--- src/sv/lfu_pkg.sv ---
// Shared types and constants for the LFU page replacement block.
// No dependencies; imported by every module of the block.
package lfu_pkg;

	localparam int FRAMES    = 4;
	localparam int PAGE_BITS = 16;
	localparam int FRAME_W   = (FRAMES > 1) ? $clog2(FRAMES) : 1;
	localparam int COUNT_W   = 16;
	localparam int TIME_W    = 32;
	localparam int FAULT_W   = 32;
	localparam int CFG_W     = 3;
	localparam int APB_AW    = 3;
	localparam int APB_DW    = 32;

	localparam logic [COUNT_W-1:0] COUNT_MAX = '1;
	localparam logic [TIME_W-1:0]  TIME_MAX  = '1;
	localparam logic [FAULT_W-1:0] FAULT_MAX = '1;
	localparam logic [CFG_W-1:0]   CFG_RESET = CFG_W'(FRAMES);

	// register index of frames_in_use
	localparam logic REG_FRAMES_IN_USE = 1'b0;

	typedef enum logic [1:0] {
		ST_IDLE,
		ST_SCAN,
		ST_UPDATE
	} state_t;

	// one frame as read from the table
	typedef struct packed {
		logic                 valid;
		logic [PAGE_BITS-1:0] page;
		logic [COUNT_W-1:0]   count;
		logic [TIME_W-1:0]    load;
	} entry_t;

	// table write request; full = 0 writes the count only
	typedef struct packed {
		logic                 we;
		logic                 full;
		logic [FRAME_W-1:0]   idx;
		logic [PAGE_BITS-1:0] page;
		logic [COUNT_W-1:0]   count;
		logic [TIME_W-1:0]    load;
	} wr_t;

	// compare unit results for the frame under scan
	typedef struct packed {
		logic match;
		logic empty;
		logic less;
	} cmp_t;

endpackage

--- src/sv/lfu_frame_table.sv ---
// Frame table: page, valid, use count and load time for each frame.
// Depends on lfu_pkg (entry_t, wr_t, widths).
module lfu_frame_table (
	input  logic                          clk,
	input  logic                          arst_n,
	input  logic [lfu_pkg::FRAME_W-1:0]   rd_idx,
	output lfu_pkg::entry_t               rd_entry,
	input  lfu_pkg::wr_t                  wr
);
	import lfu_pkg::*;

	logic                 valid_q [FRAMES];
	logic [PAGE_BITS-1:0] page_q  [FRAMES];
	logic [COUNT_W-1:0]   count_q [FRAMES];
	logic [TIME_W-1:0]    load_q  [FRAMES];

	always_ff @(posedge clk or negedge arst_n) begin
		if (!arst_n) begin
			for (int k = 0; k < FRAMES; k++) begin
				valid_q[k] <= 1'b0;
				count_q[k] <= '0;
				load_q[k]  <= '0;
			end
		end else if (wr.we) begin
			count_q[wr.idx] <= wr.count;
			if (wr.full) begin
				valid_q[wr.idx] <= 1'b1;
				load_q[wr.idx]  <= wr.load;
			end
		end
	end

	// page store has no reset; only read behind its valid bit
	always_ff @(posedge clk) begin
		if (wr.we && wr.full) begin
			page_q[wr.idx] <= wr.page;
		end
	end

	always_comb begin
		rd_entry.valid = valid_q[rd_idx];
		rd_entry.page  = page_q[rd_idx];
		rd_entry.count = count_q[rd_idx];
		rd_entry.load  = load_q[rd_idx];
	end

endmodule

--- src/sv/lfu_compare_unit.sv ---
// Shared compare unit: page match, empty check and LFU/FIFO ordering.
// Depends on lfu_pkg (entry_t, cmp_t, widths).
module lfu_compare_unit (
	input  logic [lfu_pkg::PAGE_BITS-1:0] page,
	input  lfu_pkg::entry_t               entry,
	input  logic [lfu_pkg::COUNT_W-1:0]   best_count,
	input  logic [lfu_pkg::TIME_W-1:0]    best_load,
	output lfu_pkg::cmp_t                 cmp
);
	import lfu_pkg::*;

	always_comb begin
		cmp.match = entry.valid && (entry.page == page);
		cmp.empty = !entry.valid;
		// strictly fewer uses, or same uses and loaded earlier
		cmp.less  = (entry.count < best_count) ||
		            ((entry.count == best_count) && (entry.load < best_load));
	end

endmodule

--- src/sv/lfu_page_replacement.sv ---
// Top level of the LFU page replacement block: sequencer, APB register
// and result registers. Depends on lfu_pkg, lfu_frame_table, lfu_compare_unit.
//
// One page reference is a transfer on start/page, taken when start is high
// and busy is low. The sequencer then walks the active frames one per
// cycle through a single compare unit, looking for the page while also
// noting the first empty frame and the least-used, oldest frame. The walk
// stops early on a hit. An update state follows that bumps the use count
// or loads the victim frame. The result (hit, frame, fault_count) shows for
// exactly one cycle with done high, registered after the update state;
// it cannot be stalled, so the receiver must take it then. busy drops in the
// cycle done is high, so a new reference can be taken then but not while a
// walk or update is in progress; the walk of one compare per cycle sets the
// pace, shorter on an early hit. frames_in_use sits at APB address 0; 0 acts
// as 1 and values above 4 act as 4. Write it only while busy is low. Use
// counts, load times and the fault count saturate at all ones.
module lfu_page_replacement (
	input  logic                          clk,
	input  logic                          arst_n,
	// APB configuration port
	input  logic                          psel,
	input  logic                          penable,
	input  logic                          pwrite,
	input  logic [lfu_pkg::APB_AW-1:0]    paddr,
	input  logic [lfu_pkg::APB_DW-1:0]    pwdata,
	output logic [lfu_pkg::APB_DW-1:0]    prdata,
	output logic                          pready,
	// command
	input  logic                          start,
	input  logic [lfu_pkg::PAGE_BITS-1:0] page,
	output logic                          busy,
	// result
	output logic                          done,
	output logic                          hit,
	output logic [1:0]                    frame,
	output logic [lfu_pkg::FAULT_W-1:0]   fault_count
);
	import lfu_pkg::*;

	state_t state_q, state_d;

	logic [CFG_W-1:0]     cfg_q;
	logic [FRAME_W-1:0]   last;
	logic [FRAME_W-1:0]   idx_q;
	logic [PAGE_BITS-1:0] page_q;
	logic                 hit_q;
	logic [FRAME_W-1:0]   hit_idx_q;
	logic [COUNT_W-1:0]   hit_count_q;
	logic                 empty_found_q;
	logic [FRAME_W-1:0]   empty_idx_q;
	logic [FRAME_W-1:0]   best_idx_q;
	logic [COUNT_W-1:0]   best_count_q;
	logic [TIME_W-1:0]    best_load_q;
	logic [TIME_W-1:0]    seq_q;
	logic [FAULT_W-1:0]   faults_q;
	logic                 done_q;
	logic                 res_hit_q;
	logic [FRAME_W-1:0]   res_frame_q;

	logic                 accept;
	logic                 cfg_wr;
	logic                 scan_stop;
	logic [FRAME_W-1:0]   slot;
	entry_t               rd_entry;
	wr_t                  wr;
	cmp_t                 cmp;

	// ---------------- APB register ----------------
	assign pready = 1'b1;
	assign cfg_wr = psel && penable && pwrite && pready;

	always_ff @(posedge clk or negedge arst_n) begin
		if (!arst_n) begin
			cfg_q <= CFG_RESET;
		end else if (cfg_wr && (paddr[APB_AW-1] == REG_FRAMES_IN_USE)) begin
			cfg_q <= pwdata[CFG_W-1:0];
		end
	end

	always_comb begin
		prdata = '0;
		if (paddr[APB_AW-1] == REG_FRAMES_IN_USE) begin
			prdata = APB_DW'(cfg_q);
		end
	end

	// last active frame index: zero acts as one, large values clamp
	always_comb begin
		if (cfg_q == '0) begin
			last = '0;
		end else if (cfg_q > CFG_W'(FRAMES)) begin
			last = FRAME_W'(FRAMES - 1);
		end else begin
			last = FRAME_W'(cfg_q - CFG_W'(1));
		end
	end

	// ---------------- datapath units ----------------
	lfu_frame_table u_table (
		.clk      (clk),
		.arst_n   (arst_n),
		.rd_idx   (idx_q),
		.rd_entry (rd_entry),
		.wr       (wr)
	);

	lfu_compare_unit u_cmp (
		.page       (page_q),
		.entry      (rd_entry),
		.best_count (best_count_q),
		.best_load  (best_load_q),
		.cmp        (cmp)
	);

	// ---------------- sequencer ----------------
	assign busy   = (state_q != ST_IDLE);
	assign accept = start && !busy;

	always_ff @(posedge clk or negedge arst_n) begin
		if (!arst_n) begin
			state_q <= ST_IDLE;
		end else begin
			state_q <= state_d;
		end
	end

	always_comb begin
		state_d   = state_q;
		scan_stop = 1'b0;
		unique case (state_q)
			ST_IDLE: begin
				if (accept) begin
					state_d = ST_SCAN;
				end
			end
			ST_SCAN: begin
				scan_stop = cmp.match || (idx_q == last);
				if (scan_stop) begin
					state_d = ST_UPDATE;
				end
			end
			ST_UPDATE: begin
				state_d = ST_IDLE;
			end
			default: begin
				state_d = ST_IDLE;
			end
		endcase
	end

	// scan bookkeeping; one frame per cycle
	always_ff @(posedge clk or negedge arst_n) begin
		if (!arst_n) begin
			idx_q         <= '0;
			hit_q         <= 1'b0;
			empty_found_q <= 1'b0;
		end else if (accept) begin
			idx_q         <= '0;
			hit_q         <= 1'b0;
			empty_found_q <= 1'b0;
		end else if (state_q == ST_SCAN) begin
			if (cmp.match) begin
				hit_q <= 1'b1;
			end else if (cmp.empty && !empty_found_q) begin
				empty_found_q <= 1'b1;
			end
			if (!scan_stop) begin
				idx_q <= idx_q + FRAME_W'(1);
			end
		end
	end

	always_ff @(posedge clk) begin
		if (accept) begin
			page_q <= page;
		end
		if (state_q == ST_SCAN) begin
			if (cmp.match) begin
				hit_idx_q   <= idx_q;
				hit_count_q <= rd_entry.count;
			end
			if (cmp.empty && !empty_found_q) begin
				empty_idx_q <= idx_q;
			end
			if ((idx_q == '0) || cmp.less) begin
				best_idx_q   <= idx_q;
				best_count_q <= rd_entry.count;
				best_load_q  <= rd_entry.load;
			end
		end
	end

	// ---------------- update ----------------
	always_comb begin
		if (hit_q) begin
			slot = hit_idx_q;
		end else if (empty_found_q) begin
			slot = empty_idx_q;
		end else begin
			slot = best_idx_q;
		end
	end

	always_comb begin
		wr.we    = (state_q == ST_UPDATE);
		wr.full  = !hit_q;
		wr.idx   = slot;
		wr.page  = page_q;
		wr.load  = seq_q;
		if (hit_q) begin
			wr.count = (hit_count_q < COUNT_MAX) ? hit_count_q + COUNT_W'(1) : hit_count_q;
		end else begin
			wr.count = COUNT_W'(1);
		end
	end

	always_ff @(posedge clk or negedge arst_n) begin
		if (!arst_n) begin
			seq_q    <= '0;
			faults_q <= '0;
			done_q   <= 1'b0;
		end else begin
			done_q <= (state_q == ST_UPDATE);
			if (state_q == ST_UPDATE) begin
				if (seq_q < TIME_MAX) begin
					seq_q <= seq_q + TIME_W'(1);
				end
				if (!hit_q && (faults_q < FAULT_MAX)) begin
					faults_q <= faults_q + FAULT_W'(1);
				end
			end
		end
	end

	always_ff @(posedge clk) begin
		if (state_q == ST_UPDATE) begin
			res_hit_q   <= hit_q;
			res_frame_q <= slot;
		end
	end

	assign done        = done_q;
	assign hit         = res_hit_q;
	assign frame       = 2'(res_frame_q);
	assign fault_count = faults_q;

`ifndef SYNTHESIS
	a_update_then_done: assert property (@(posedge clk) disable iff (!arst_n)
		(state_q == ST_UPDATE) |=> done_q)
		else $error("result strobe missing after update");

	a_done_not_busy: assert property (@(posedge clk) disable iff (!arst_n)
		done_q |-> (state_q == ST_IDLE))
		else $error("result strobe while still busy");

	a_scan_in_range: assert property (@(posedge clk) disable iff (!arst_n)
		(state_q == ST_SCAN) |-> (idx_q <= last))
		else $error("scan index beyond active frames");

	a_miss_counts_fault: assert property (@(posedge clk) disable iff (!arst_n)
		(done_q && !res_hit_q) |-> (faults_q != '0))
		else $error("miss reported with zero fault count");

	a_accept_goes_busy: assert property (@(posedge clk) disable iff (!arst_n)
		accept |=> (state_q == ST_SCAN))
		else $error("accepted reference did not start a scan");
`endif

endmodule

--- config.mk ---
export PLATFORM = sky130hd
export DESIGN_NAME = lfu_page_replacement
export DESIGN_NICKNAME = d
export VERILOG_FILES = /design/src/sv/lfu_pkg.sv /design/src/sv/lfu_frame_table.sv /design/src/sv/lfu_compare_unit.sv /design/src/sv/lfu_page_replacement.sv
export SDC_FILE = /design/constraint.sdc
export NUM_CORES = 1
export LEC_CHECK = 0
export ABC_AREA = 1
export BUFFER_PORTS_ARGS = -buffer_cell sky130_fd_sc_hd__buf_4
export CAP_MARGIN = 0
export CORE_ASPECT_RATIO = 0.9
export CORE_MARGIN = 1
export CORE_UTILIZATION = 50
export CTS_CLUSTER_SIZE = 20
export DETAILED_ROUTE_END_ITERATION = 10
export PLACE_DENSITY = 0.75
export SKIP_CTS_REPAIR_TIMING = 1
export SYNTH_ARGS = -nofsm -noshare
export SYNTH_HDL_FRONTEND = slang
export SYNTH_HIERARCHICAL = 1
export SYNTH_SLANG_ARGS = --single-unit
--- constraint.sdc ---
create_clock -name clk -period 5.3 [get_ports clk]
set_input_delay 0.795 -clock clk [delete_from_list [all_inputs] [get_ports clk]]
set_output_delay 0.795 -clock clk [all_outputs]
set_load 0.02 [all_outputs]
==> run_results.csv, run 1 <==
group,metric,value,unit
timing,rsz0062_at_grt,"no",
grt,first_global_vias,17800,
grt,grt_max_degree,138,
routing,vias,18200,
die,row_count,72,
pwr,total_power,11.5,mW
die,design.core.area,43400,um2
clock_tree,cts_buffer_depth,3,
hold_path,hold_class,"input port to async pin",
yosys,syn_avg_cell_area,7.75,um2
worst_setup_path,path_class,"register to register",
cells_and_area,diodes,0,
yosys,yosysWarnings,6,
die,die_w,224,um
place,hpwlAfterDp,32.8,mm
die,initial_core_util,51.3,%
place,gp_congestion,0.935,
yosys,yosysSeqAreaShare,51.0,%
yosys,synth-main-ff-cell,"dfrtp_1",
worst_setup_path,critPathArrivalTime,4390,ps
clock_tree,cts_htree_levels,2,
die,die-area,45400,um2
pwr,ir_worst_vdd,452,uV
yosys,ys_seq_elements,423,
timing,post-route-min-period,4190,ps
die,io_pins,127,
clock_tree,cts_tree,"done",
worst_setup_path,end_kind,"register",
routing,post_drt_wl_per_cell,15.5,um
clock_tree,cts.reportedPaths.clkPinSlew,60,ps
pwr,p_leak,12.5,nW
timing,fin_tns_setup,0,ps
run,max_cap_violations,0,
die,die_h,202,um
timing,fin_crit_sh,79.1,%
worst_setup_path,cp-start-kind,"register",
grt,antenna_found_initial,0,
grt,grt_pass1_wl,89.7,mm
cells_and_area,syn2layout_area_growth,10.4,%
routing,routed_wirelength,54.5,mm
cells_and_area,layout-drive-gt1-share,6.86,%
timing,worst_pin_slew,1200,ps
routing,drt_iter0_markers,1734,
worst_setup_path,worstPathRequired,5500,ps
yosys,synth-edff-count,153,
yosys,ys_async_sr_fraction,63.8,%
grt,track_usage,24.4,%
routing,antenna_left,0,
cells_and_area,nets,3005,
cells_and_area,nFillCells,3884,
yosys,postSynthCellCount,2871,
routing,avgViaCountPerCell,5.17,
place,io_buffer_count,65,
timing,slew_violations,0,
clock_tree,root_buffer,"clkbuf_16",
pwr,p_per_area,467,nW/um2
yosys,synth_cell_types,43,
clock_tree,clkLatencyLatePin,570,ps
timing,fmax,0.239,GHz
timing,setup_viol,0,
routing,route.detailed.drc,0,
grt,grt_overflow,0,
worst_setup_path,worstPathMaxFanout,92,
yosys,synthesis.area,22300,um2
clock_tree,numClockSinks,423,
routing,drt_pre_antenna_iters,5,
timing,maxSlewHeadroom,20.1,%
clock_tree,numCtsBuffers,44,
status,outcome,"finished clean",
timing,skew,22.6,ps
timing,hold_violations,0,
## synth_stat cells (6+ instances only)
library cell	instances	share of area (%)
buf_1	11	0.19
nand4_1	14	0.39
nor2_1	135	2.3
nor3_1	9	0.20
inv_1	396	6.7
a21oi_1	36	0.81
ha_1	52	2.9
nand3b_1	30	1.0
o21ai_0	23	0.52
nand2_2	14	0.39
buf_4	35	1.2
nor2_2	9	0.25
xor2_1	18	0.71
xnor2_1	19	0.75
inv_2	6	0.10
edfxtp_1	153	21
buf_2	51	1.1
nand2_1	1203	20
nand3_1	310	7.0
clkbuf_1	34	0.57
dfrtp_1	269	30
## per-layer routing
metal	vias to the layer above	GRT usage, %	part of all wire, %
li1	8884	-	-
met1	8604	33.7	44
met2	644	40.1	47
met3	94	3.52	7.1
met4	0	7.14	1.9
met5	-	0	0
## worst paths after layout
| path | startpoint | end | slack [ps] | depth (start not counted) |
|---|---|---|---|---|
| worst max-delay path | idx_q[0]$_DFFE_PN0P_ | best_load_q[29]$_DFFE_PP_ | 1110 | 18 |
| worst min-delay path | arst_n | fault_count[1]$_DFFE_PN0P_ | 240 | 1 |
| worst max register to register | idx_q[0]$_DFFE_PN0P_ | best_load_q[29]$_DFFE_PP_ | 1110 | 18 |
| worst min register to register | u_table/valid_q[1]$_DFFE_PN0P_ | u_table/valid_q[1]$_DFFE_PN0P_ | 460 | 2 |
| max in group asynchronous | arst_n | u_table/load_q[49]$_DFFE_PN0P_ | 3920 | 2 |
| min in group clk | page[11] | page_q[11]$_DFFE_PP_ | 400 | 1 |
## critical path, cell delays in order, from the launching register on
cell	delay, ps
dfrtp_4	500
inv_4	760
buf_4	400
nand2_1	80
nand3_1	80
nand2_1	110
ha_1	310
nand2_1	80
inv_1	50
nand3_1	90
inv_1	50
a21oi_1	130
nand2_1	120
nand2_1	80
nand2_1	110
nand2_1	140
nor2_1	80
nor2_4	110
buf_4	440
## power by group
part | internal (mW) | total, mW | switching (mW)
Sequential | 4.06 | 4.27 | 0.209
Combinational | 1.11 | 3.97 | 2.86
Clock | 1.94 | 3.24 | 1.29
Total | 7.11 | 11.5 | 4.36
## cells by family after synthesis
kind of cell / Yosys count / synth area share (%)
simple gates: 1738 / 32.4
buf+inv: 540 / 10.2
flops: 423 / 51.0
compound gates: 79 / 1.94
fa+ha+maj: 52 / 2.92
xor+xnor: 37 / 1.46
other cells: 2 / 0.0337
## stage by stage
| step | cell area (um2) | hold WS, ps | util, % | std cells | setup slack, ps |
|---|---|---|---|---|---|
| floorplan | 22400 | 422 | - | 2899 | 488 |
| global placement | 23100 | 433 | 53.1 | 3442 | 1260 |
| detailed placement | 23100 | 448 | 53.1 | 3442 | 1240 |
| CTS | 24600 | 278 | 56.6 | 3524 | 1190 |
| global route | 24600 | 294 | 56.6 | 3524 | 886 |
| finish | 24600 | 235 | 56.6 | 3524 | 1110 |
## flip-flops by register name (all words and copies together) (netlist names), 3 cells and up
signal	count
u_table/load_q	128
u_table/count_q	64
u_table/page_q	64
best_load_q	32
fault_count	32
seq_q	32
best_count_q	16
hit_count_q	16
page_q	16
u_table/valid_q	4
cfg_q	3
## placed cells by master (no fill, tap or decap), types with 11 or more instances in the layout
cell type | Yosys | routed
a21oi_1 | 36 | 36
buf_4 | 35 | 85
clkbuf_1 | 34 | 11
clkbuf_16 | 0 | 45
conb_1 | 2 | 30
dfrtp_1 | 269 | 267
edfxtp_1 | 153 | 153
ha_1 | 52 | 52
inv_1 | 396 | 393
nand2_1 | 1203 | 1203
nand2_2 | 14 | 14
nand3_1 | 310 | 310
nand3b_1 | 30 | 30
nand4_1 | 14 | 14
nor2_1 | 135 | 132
o21ai_0 | 23 | 23
xnor2_1 | 19 | 19
xor2_1 | 18 | 18
## area by class of cell
cell class	instances	area (um2)	share of cell area [%]
sequential	423	11400	46.2
inverter	403	1520	6.17
clock inverter	20	262	1.06
timing repair buffer	88	693	2.82
clock buffer	62	1250	5.09
tap	592	741	3.01
multi-input combinational	1936	8760	35.6
Power figures use the tool's default switching activity.
==> inputs of run 2 (changes only) <==
ABC_AREA = 0   (was 1)
PLACE_DENSITY = 0.78   (was 0.75)
clock period = 3.43 ns   (was 5.3 ns; I/O delays follow)
==> run 2 against run 1 <==
The flow now finishes with violations (setup timing). Combinational power down 5%. Utilization is 2.7 points higher. Wire length decreased by 27%. Via count down 38%. Hold slack lost 220 ps. Clock skew shrank 3.6 ps. Largest cell class unchanged.
==> run_results.csv, run 2 <==
group,metric,value,unit
clock_tree,root_buffer,"clkbuf_16",
cells_and_area,largest_register,"u_table/load_q",
grt,grt_max_degree,101,
routing,route.detailed.drc,0,
routing,routed_wirelength,40.0,mm
status,violations,"setup timing",
grt,grt_pass1_wl,63.1,mm
yosys,synth-edff-count,153,
cells_and_area,design_area,22800,um2
timing,hold_violations,0,
cells_and_area,layout_commonest_cell,"dfrtp_1",
place,post-place-ws,-147,ps
grt,antenna_found_initial,0,
worst_setup_path,regToRegStartpoint,"idx_q[0]$_DFFE_PN0P_",
worst_setup_path,critPathArrivalTime,3760,ps
place,placed_area,20800,um2
yosys,synthesis.area,19400,um2
clock_tree,cts_htree_levels,2,
grt,grt_overflow,0,
place,hpwlAfterDp,24.9,mm
place,gp_congestion,0.871,
timing,slew_violations,0,
worst_setup_path,worstPathRequired,3680,ps
routing,post_drt_wl_per_cell,19.8,um
cells_and_area,final_cell_mix,"dfrtp_1 (267), mux2_2 (159), edfxtp_1 (153), buf_4 (123), mux4_2 (65)",
routing,drt_iter0_markers,788,
timing,fmax,0.285,GHz
pwr,p_per_area,650,nW/um2
yosys,yosysSeqAreaShare,58.4,%
die,initial_core_util,50.7,%
clock_tree,cts_tree,"done",
yosys,yosysTopAreaCell,"dfrtp_1",
yosys,yosysWarnings,6,
timing,rsz0062_at_grt,"yes",
timing,setup_viol,35,
timing,worst_pin_slew,808,ps
die,design.core.area,38400,um2
die,die_w,210,um
clock_tree,cts_buffer_depth,3,
cells_and_area,nets,1571,
worst_setup_path,worstPathMaxFanout,6,
clock_tree,numCtsBuffers,43,
cells_and_area,largest_reg_flops,128,
routing,avgViaCountPerCell,5.63,
grt,track_usage,20.1,%
die,row_count,68,
worst_setup_path,cp-start-kind,"register",
yosys,yosysMostFrequentCell,"dfrtp_1",
timing,skew,19.0,ps
cells_and_area,layout-drive-gt1-share,34.3,%
place,io_buffer_count,65,
die,io_pins,127,
worst_setup_path,end_kind,"register",
timing,post-route-min-period,3510,ps
cells_and_area,syn2layout_area_growth,17.1,%
clock_tree,clkLatencyLatePin,550,ps
run,max_cap_violations,0,
yosys,syn_avg_cell_area,14.8,um2
timing,whs,16.2,ps
worst_setup_path,critPathLaunch,"idx_q[0]$_DFFE_PN0P_",
cells_and_area,reg.largest.list,"u_table/load_q (128), u_table/count_q (64), u_table/page_q (64)",
yosys,postSynthCellCount,1310,
pwr,ir_worst_vdd,442,uV
worst_setup_path,path_class,"register to register",
routing,antenna_left,0,
yosys,synth-main-ff-cell,"dfrtp_1",
yosys,ys_seq_elements,423,
timing,maxSlewHeadroom,45.7,%
yosys,synth_cell_types,72,
timing,fin_crit_sh,102,%
grt,first_global_vias,11800,
cells_and_area,utilization,59.3,%
clock_tree,numClockSinks,423,
timing,setup_ws,-76.4,ps
clock_tree,cts.reportedPaths.clkPinSlew,60,ps
pwr,p_leak,10.1,nW
yosys,synth_top_area_share,34.6,%
die,die-area,39700,um2
yosys,synth_area_leaders,"dfrtp_1 (35%), edfxtp_1 (24%), mux2_2 (9.2%)",
die,die_h,189,um
cells_and_area,diodes,0,
routing,vias,11400,
hold_path,hold_class,"input port to async pin",
yosys,ys_async_sr_fraction,63.8,%
status,outcome,"complete, but fails checks",
yosys,yosys-top-cells-count,"dfrtp_1 (269), mux2_2 (159), edfxtp_1 (153), mux4_2 (65), inv_1 (63)",
routing,drt_pre_antenna_iters,5,
==> run 2: cell types whose count changed after synthesis, moves of 17 or more <==
cell	delta
nand2_1	-1155
inv_1	-333
nand3_1	-273
mux2_2	+159
nor2_1	-88
mux4_2	+65
buf_2	-32
nand3b_1	-30
clkbuf_1	-29
mux2_4	+28
xnor2_1	+23
xor2_1	+19
nand4_1	+18
and3_1	+17
==> run 2: per-layer routing <==
metal	part of all wire, %	vias to the layer above	GRT usage [%]
met5	0	-	0
met4	1.9	0	5.39
met3	3.4	54	2.85
met2	49	264	33.6
met1	45	5918	27.6
li1	-	5144	-
==> run 2: area by class of cell <==
| cell class | instances | area [um2] |
|---|---|---|
| Tap cell | 525 | 657 |
| Clock buffer | 72 | 1350 |
| Sequential cell | 423 | 11400 |
| Inverter | 64 | 240 |
| Clock inverter | 8 | 82.6 |
| Timing Repair Buffer | 149 | 1420 |
| Fill cell | 2817 | 15600 |
| Multi-Input combinational cell | 781 | 7650 |
==> run 2: path summary, 6_finish.rpt <==
path / endpoint / slack [ps] / cells past startpoint
min in group clk: page_q[4]$_DFFE_PP_ / 140 / 1
max reg2reg: best_load_q[27]$_DFFE_PP_ / -80 / 14
min reg2reg: u_table/valid_q[2]$_DFFE_PN0P_ / 470 / 1
max in group asynchronous: u_table/load_q[103]$_DFFE_PN0P_ / 2560 / 2
max: best_load_q[27]$_DFFE_PP_ / -80 / 14
min: u_table/count_q[56]$_DFFE_PN0P_ / 20 / 1
==> run 2: report_power, final <==
group          internal, mW  switching, mW
combinational          1.79           1.98
clock                  2.76           1.91
sequential             6.01          0.356
total                  10.6           4.25
==> run 2: worst max-delay path, cell delays in order, from the launching register on <==
cell and delay, ps:
dfrtp_4 520, buf_12 140, buf_12 120, mux4_2 550
ha_4 260, a211oi_2 240, nor3_1 90, o41ai_2 330
buf_4 190, a21oi_2 70, o21ai_1 170, nor2_2 60
nor2_4 170, buf_6 160, clkbuf_16 150
==> run 2: logic make-up after synthesis <==
kind of cell	count (synthesis)	synth area share, %
AO/OA/AOI/OAI	87	2.86
XOR/XNOR	79	3.56
adder cells (fa/ha/maj)	52	3.35
buffers and inverters	134	3.94
flip-flops	423	58.4
multiplexers	267	19.8
other	2	0.0386
AND/OR/NAND/NOR	266	8.13
==> run 2: through the flow <==
| step | power (mW) | std cells | TNS, ps |
|---|---|---|---|
| after floorplan | 8.59 | 1338 | -10890 |
| after global placement | 9.51 | 1914 | -3690 |
| after detailed placement | 9.65 | 1914 | -7490 |
| after CTS | 14.4 | 1994 | -9210 |
| after global routing | 15.5 | 2022 | -7290 |
| final | 14.8 | 2022 | -2050 |
